===== config.mk =====
export PLATFORM = sky130hd
export DESIGN_NAME = diffie_hellman_modexp
export DESIGN_NICKNAME = d
export VERILOG_FILES = /design/src/rtl/core/dhm_pkg.sv /design/src/rtl/core/dhm_modstep.sv /design/src/rtl/core/diffie_hellman_modexp.sv
export SDC_FILE = /design/constraint.sdc
export NUM_CORES = 1
export LEC_CHECK = 0
export BUFFER_PORTS_ARGS = -buffer_cell sky130_fd_sc_hd__buf_4
export CELL_PAD_IN_SITES_DETAIL_PLACEMENT = 1
export CELL_PAD_IN_SITES_GLOBAL_PLACEMENT = 1
export CORE_MARGIN = 5
export CORE_UTILIZATION = 30
export DETAILED_ROUTE_END_ITERATION = 7
export GPL_TIMING_DRIVEN = 0
export PLACE_DENSITY = 0.66
export SYNTH_ARGS = -nofsm -noshare
export SYNTH_HDL_FRONTEND = slang
export SYNTH_SLANG_ARGS = --single-unit

===== constraint.sdc =====
create_clock -name clk_i -period 6.3 [get_ports clk_i]
set_clock_uncertainty 0.2 [all_clocks]
set_input_delay 0.315 -clock clk_i [delete_from_list [all_inputs] [get_ports clk_i]]
set_output_delay 0.315 -clock clk_i [all_outputs]
set_load 0.02 [all_outputs]

===== src/rtl/core/dhm_pkg.sv =====
package dhm_pkg;

  // Width of every field and register on the ports.
  localparam int unsigned FIELD_W = 32;

  // Reset value of the modulus register.
  localparam logic [FIELD_W-1:0] MOD_RESET = 32'd3877;

  // Configuration register indexes.
  localparam logic REG_MODULUS  = 1'b0;
  localparam logic REG_EXPONENT = 1'b1;

  typedef enum logic [2:0] {
    ST_IDLE,
    ST_REDUCE,
    ST_MUL_R,
    ST_MUL_S,
    ST_DONE
  } state_e;

endpackage


===== src/rtl/core/dhm_modstep.sv =====
// One shift-add step of a modular product: (2 * acc + addend) mod modulus.
// Both acc and addend are below the modulus, so the sum is below three times it.
module dhm_modstep #(
  parameter int unsigned WIDTH = 32
) (
  input  logic [WIDTH-1:0] acc_i,
  input  logic [WIDTH-1:0] addend_i,
  input  logic [WIDTH-1:0] mod_i,
  output logic [WIDTH-1:0] res_o
);

  logic [WIDTH+1:0] sum;
  logic [WIDTH+1:0] mod1;
  logic [WIDTH+1:0] mod2;
  logic [WIDTH+1:0] sub1;
  logic [WIDTH+1:0] sub2;

  always_comb begin
    sum  = {1'b0, acc_i, 1'b0} + {2'b00, addend_i};
    mod1 = {2'b00, mod_i};
    mod2 = {1'b0, mod_i, 1'b0};
    sub1 = sum - mod1;
    sub2 = sum - mod2;
    if (sum >= mod2) begin
      res_o = sub2[WIDTH-1:0];
    end else if (sum >= mod1) begin
      res_o = sub1[WIDTH-1:0];
    end else begin
      res_o = sum[WIDTH-1:0];
    end
  end

endmodule


===== src/rtl/core/diffie_hellman_modexp.sv =====
// Modular exponentiation for a Diffie-Hellman exchange. Each base taken on the
// input channel returns one result, base ^ private_exponent mod modulus, on the
// output channel; feed the public generator to get this party's public token or
// a peer's token to get the shared key. The modulus (register 0, reset 3877) and
// the private exponent (register 1, reset 0) are written through the plain write
// port; the user must write them only while the block is idle, and the block
// itself does not enforce this. Operands are taken in their low WIDTH bits. A
// modulus of zero or one gives 0, and an exponent of zero gives 1. The work is
// done by a single shift-add modular step unit, one multiplier bit per cycle,
// under a small sequencer: the base is first reduced, then each of the WIDTH
// exponent bits costs one squaring plus, when the bit is set, one more
// multiplication. The block takes one base at a time; the finished result sits
// in an output register, so the next base is accepted while the previous
// transaction waits to be taken.
module diffie_hellman_modexp #(
  parameter int unsigned WIDTH = 32
) (
  input  logic                        clk_i,
  input  logic                        rst_ni,
  input  logic                        cfg_we_i,
  input  logic                        cfg_idx_i,
  input  logic [dhm_pkg::FIELD_W-1:0] cfg_wdata_i,
  input  logic                        in_valid_i,
  output logic                        in_ready_o,
  input  logic [dhm_pkg::FIELD_W-1:0] base_i,
  output logic                        out_valid_o,
  input  logic                        out_ready_i,
  output logic [dhm_pkg::FIELD_W-1:0] power_mod_o
);

  localparam int unsigned IDX_W = $clog2(WIDTH);
  localparam logic [IDX_W-1:0] LAST_BIT = IDX_W'(WIDTH - 1);

  // Configuration registers.
  logic [WIDTH-1:0] modulus_q;
  logic [WIDTH-1:0] exponent_q;

  // Sequencer and datapath registers.
  dhm_pkg::state_e state_q, state_d;
  logic [WIDTH-1:0] acc_q, acc_d;      // running partial product
  logic [WIDTH-1:0] res_q, res_d;      // running power
  logic [WIDTH-1:0] sq_q, sq_d;        // base, then its repeated squares
  logic [IDX_W-1:0] cnt_q, cnt_d;      // multiplier bit, scanned from the top
  logic [IDX_W-1:0] ebit_q, ebit_d;    // exponent bit being handled
  logic             out_valid_q, out_valid_d;
  logic [dhm_pkg::FIELD_W-1:0] out_q, out_d;

  logic [WIDTH-1:0] addend;
  logic [WIDTH-1:0] step;
  logic [IDX_W-1:0] ebit_nx;

  always_ff @(posedge clk_i or negedge rst_ni) begin
    if (!rst_ni) begin
      modulus_q  <= WIDTH'(dhm_pkg::MOD_RESET);
      exponent_q <= '0;
    end else if (cfg_we_i) begin
      case (cfg_idx_i)
        dhm_pkg::REG_MODULUS:  modulus_q  <= WIDTH'(cfg_wdata_i);
        dhm_pkg::REG_EXPONENT: exponent_q <= WIDTH'(cfg_wdata_i);
        default: ;
      endcase
    end
  end

  // The one arithmetic unit, shared by the base reduction and every product.
  dhm_modstep #(
    .WIDTH(WIDTH)
  ) u_modstep (
    .acc_i   (acc_q),
    .addend_i(addend),
    .mod_i   (modulus_q),
    .res_o   (step)
  );

  always_ff @(posedge clk_i or negedge rst_ni) begin
    if (!rst_ni) begin
      state_q     <= dhm_pkg::ST_IDLE;
      out_valid_q <= 1'b0;
      cnt_q       <= '0;
      ebit_q      <= '0;
    end else begin
      state_q     <= state_d;
      out_valid_q <= out_valid_d;
      cnt_q       <= cnt_d;
      ebit_q      <= ebit_d;
    end
  end

  always_ff @(posedge clk_i) begin
    acc_q <= acc_d;
    res_q <= res_d;
    sq_q  <= sq_d;
    out_q <= out_d;
  end

  assign ebit_nx = ebit_q + IDX_W'(1);

  always_comb begin
    state_d     = state_q;
    acc_d       = acc_q;
    res_d       = res_q;
    sq_d        = sq_q;
    cnt_d       = cnt_q;
    ebit_d      = ebit_q;
    out_valid_d = out_valid_q & ~out_ready_i;
    out_d       = out_q;
    addend      = '0;

    case (state_q)
      dhm_pkg::ST_IDLE: begin
        if (in_valid_i) begin
          sq_d   = WIDTH'(base_i);
          acc_d  = '0;
          cnt_d  = LAST_BIT;
          ebit_d = '0;
          if (modulus_q < WIDTH'(2)) begin
            res_d   = '0;
            state_d = dhm_pkg::ST_DONE;
          end else begin
            res_d   = WIDTH'(1);
            state_d = dhm_pkg::ST_REDUCE;
          end
        end
      end

      // Long remainder of the base: shift in one base bit per cycle.
      dhm_pkg::ST_REDUCE: begin
        addend = WIDTH'(sq_q[cnt_q]);
        acc_d  = step;
        cnt_d  = cnt_q - IDX_W'(1);
        if (cnt_q == '0) begin
          sq_d    = step;
          acc_d   = '0;
          cnt_d   = LAST_BIT;
          state_d = exponent_q[0] ? dhm_pkg::ST_MUL_R : dhm_pkg::ST_MUL_S;
        end
      end

      // Power times current square, scanning the square's bits.
      dhm_pkg::ST_MUL_R: begin
        addend = sq_q[cnt_q] ? res_q : '0;
        acc_d  = step;
        cnt_d  = cnt_q - IDX_W'(1);
        if (cnt_q == '0) begin
          res_d   = step;
          acc_d   = '0;
          cnt_d   = LAST_BIT;
          state_d = dhm_pkg::ST_MUL_S;
        end
      end

      // Square the current square, then move to the next exponent bit or finish.
      dhm_pkg::ST_MUL_S: begin
        addend = sq_q[cnt_q] ? sq_q : '0;
        acc_d  = step;
        cnt_d  = cnt_q - IDX_W'(1);
        if (cnt_q == '0) begin
          sq_d  = step;
          acc_d = '0;
          cnt_d = LAST_BIT;
          if (ebit_q == LAST_BIT) begin
            state_d = dhm_pkg::ST_DONE;
          end else begin
            ebit_d  = ebit_nx;
            state_d = exponent_q[ebit_nx] ? dhm_pkg::ST_MUL_R : dhm_pkg::ST_MUL_S;
          end
        end
      end

      // Hand the power to the output register once it is free.
      dhm_pkg::ST_DONE: begin
        if (!out_valid_q || out_ready_i) begin
          out_valid_d = 1'b1;
          out_d       = dhm_pkg::FIELD_W'(res_q);
          state_d     = dhm_pkg::ST_IDLE;
        end
      end

      default: begin
        state_d = dhm_pkg::ST_IDLE;
      end
    endcase
  end

  assign in_ready_o  = (state_q == dhm_pkg::ST_IDLE);
  assign out_valid_o = out_valid_q;
  assign power_mod_o = out_q;

endmodule


==> metrics.md <==
| Metric | Value |
|---|---|
| Worst skew pair latency | `between 500 and 600 ps` |
| Syn_nets | `roughly 1,700` |
| Cell Count, Final, Fillers Out | `2,402` |
| Final setup viols | `96` |
| Share of layout cells above drive strength 1 | `just under 30%` |
| Longest Clk Path Bufs | `3` |
| Critical Path Max Stage Delay | `420 ps` |
| 1st-pass router iterations | `5` |
| Critical Path AT | `7190 ps` |
| Most common cell type on the critical path | `buf_6` |
| Sequential share of the synthesized area | `roughly two fifths` |
| Max IR drop VDD | `~0.00029 V` |
| Leakage | `around 8.0 nW` |
| Routed Antenna Nets | `0` |
| CTS tree | `done` |
| Placed Cells | `approximately 2,200` |
| Register bit total from synthesis | `a little over 200` |
| Largest net degree at the start of global routing | `79` |
| Final WL | `52.9 mm` |
| Final HPWL DP | `between 30 and 40 mm` |
| Worst setup SP type | `register` |
| Starting density of the core | `a little under a third` |
| Sw frac | `between 40% and 50%` |
| Reg power frac | `roughly 17%` |
| Full die area | `roughly 53,000 µm²` |
| Failing checks | `setup timing` |
| Final instance area | `approximately 20,000 µm²` |
| GP Congestion | `0.875` |
| Pwr dens | `between 600 and 700 nW/µm²` |
| Gate power share | `71.6%` |
| Nets | `just under 2,000` |
| First-pass GRT wire length | `roughly 80 mm` |
| Initial antenna violation count | `1` |
| Clock-pin slew on the worst setup and hold paths | `about 60 ps` |
| Gr usage total | `a little under a fifth` |
| Overflow after GRT | `0` |
| Die height | `230 µm` |
| Synth Warn # | `0` |
| Final cycle utilization of the critical path | `113%` |
| Synth Flop Type | `edfxtp_1` |
| Hold Path Depth | `3` |
| Status | `complete, but fails checks` |
| Area of the core | `about 48,000 µm²` |
| Vias per cell | `between 5 and 6` |
| Slowest-stage cell, CP | `dfrtp_2` |
| Internal Power | `approximately 6.7 mW` |
| WL per Instance | `22.0 µm` |
| Root Driver | `clkbuf_16` |
| Tmin final | `a little over 7000 ps` |
| Max Clk Rate | `140 MHz` |
| Vias after detailed routing | `around 13,000` |
| Min-delay worst type | `in -> reg` |
| CP Capture Type | `register` |
| CP required | `6370 ps` |
| Row cnt | `80` |
| Clock Power Share | `11.2%` |
| Syn Area/Cell | `around 9.7 µm²` |
| Syn Std Cell Area | `between 10,000 and 15,000 µm²` |
| Post-synthesis cell count | `between 1,000 and 1,500` |
| PortBufs | `around 100` |
| Htree depth | `1` |
| Number of max-cap violations | `0` |
| DRC errors left | `0` |
| Psw | `5.86 mW` |
| Die X | `approximately 230 µm` |
| Placed cell area | `about 16,000 µm²` |
| Most frequent cells in the layout | `buf_4, nor2_1, nand2_1` |
| Vias in the first global route | `13,700` |
| Commonest non-fill, non-tap cell in the layout | `buf_4` |
| Slew @ Worst Pin | `1110 ps` |
| Area growth syn-to-layout | `36.9%` |
| I/O pin cnt | `104` |
| FFs w/ async S/R, synth | `37.9%` |
| Critical path class | `reg -> reg` |
| Num CTS Buffers | `24` |
| Worst-path fanout max | `8` |
| R2R depth | `33` |
| Post-synth cell types | `82` |
| Fin. max-slew vios | `0` |
| RSZ-0062 raised after global routing | `yes` |
| Max_slew headroom | `about a quarter` |
| Fin. Hold Viols | `0` |
| ANT cells | `0` |
| Post-synth EDFFs | `around 130` |
| Hold WS | `34.5 ps` |
| Clk sink count | `just over 200` |
| Setup ws final | `-824 ps` |
| First DRT Iteration DRCs | `870` |
## critical path, delay by kind of cell (launching register included)
family          cells  cell delay, ps
xor+xnor            1             170
mux                 3             660
fa+ha+maj           2             540
flops               1             420
buf+inv             9            1260
compound gates     13            2750
simple gates        5             830
## layout make-up
type	count	area, µm²
fillers	5247	28000
multi-input cells	1169	9590
flip-flops and latches	206	5810
repair buffers	252	2230
well taps	615	769
clock buffers	39	697
plain buffers	63	412
inverters	53	199
clock inverters	5	85.1
## layer usage
metal  share of wire, %  routed length, µm  vias up  global-route usage [%]
met5                  0                  0        -                       0
met4                2.6               1390        0                    4.74
met3                4.8               2570       71                    3.15
met2                 48              25200      328                    32.1
met1                 45              23800     6428                    25.9
li1                   -                  -     6051                       -
## registers in the layout, summed over array words and instances (netlist names)
register and flops:
exponent_q 32, ebit_q 5, sq_q 32, res_q 32, acc_q 32, cnt_q 5
power_mod_o 32, out_valid_o 1, state_q 3, modulus_q 32
## power groups by stage
stage	clock [mW]	sequential (mW)	combinational, mW
after global routing	1.48	2.18	9.52
after CTS	1.43	2.15	8.32
after floorplan	0	2.10	4.35
final	1.40	2.16	8.96
after global placement	0	2.16	6.09
after detailed placement	0	2.16	6.28
## path summary, 6_finish.rpt
check / from / end / slack, ps
max reg2reg: cnt_q[1] / sq_q[9] / -820
min in group asynchronous: rst_ni / out_valid_o / 240
min: base_i[31] / sq_q[31] / 30
max in group asynchronous: rst_ni / modulus_q[26] / 4850
max: cnt_q[1] / sq_q[9] / -820
min reg2reg: res_q[22] / power_mod_o[22] / 260
## cells by family (layout without fill, tap and decap cells)
family          after synthesis  in the layout  synth area share, %
mux                         116            116                 9.44
xor+xnor                     80             80                 4.85
simple gates                463            463                 14.8
compound gates              409            409                 18.4
buf+inv                     120            412                 3.49
fa+ha+maj                   101            101                 8.90
flops                       206            206                 40.2
## through the flow
stage	power [mW]	utilization (%)	setup TNS, ps	setup slack (ps)
2_1_floorplan	6.45	-	0	30.1
3_3_place_gp	8.25	33.5	-186860	-2160
3_5_place_dp	8.44	33.8	-199840	-2350
4_1_cts	11.9	40.4	-56130	-696
5_1_grt	13.2	41.4	-85520	-1030
6_report	12.5	41.4	-65960	-824
## synth_stat cells (8+ instances only)
library cell | number | area, µm²
nor2_1 | 167 | 627
nand2_1 | 137 | 514
edfxtp_1 | 128 | 3840
o21ai_0 | 107 | 536
ha_1 | 98 | 1230
a21oi_1 | 93 | 465
dfrtp_1 | 71 | 1780
mux2_2 | 55 | 619
inv_1 | 53 | 199
xnor2_1 | 53 | 464
clkbuf_1 | 52 | 195
mux2i_1 | 44 | 440
a22oi_1 | 37 | 278
a21o_1 | 33 | 248
nor3_1 | 27 | 135
xor2_1 | 27 | 236
nand3_1 | 22 | 110
o21ai_1 | 22 | 110
nand4_1 | 21 | 131
and2_1 | 16 | 100
nor2b_1 | 14 | 87.6
nand2b_1 | 13 | 81.3
and3_1 | 12 | 75.1
a211oi_1 | 11 | 82.6
o21a_1 | 11 | 82.6
o31ai_1 | 11 | 82.6
mux4_2 | 10 | 225
nor4_1 | 10 | 62.6
a21boi_0 | 9 | 67.6
o21bai_1 | 8 | 60.1
## what timing repair did
item,4_1_cts,5_1_grt
endpoints found under the hold margin,168,0
gates resized for setup,249,106
setup endpoints to repair,96,96
hold buffers,66,0
pin swaps,60,53
cloned,3,0
buffers inserted,61,18
No activity file was read; power rests on OpenSTA's default activity.
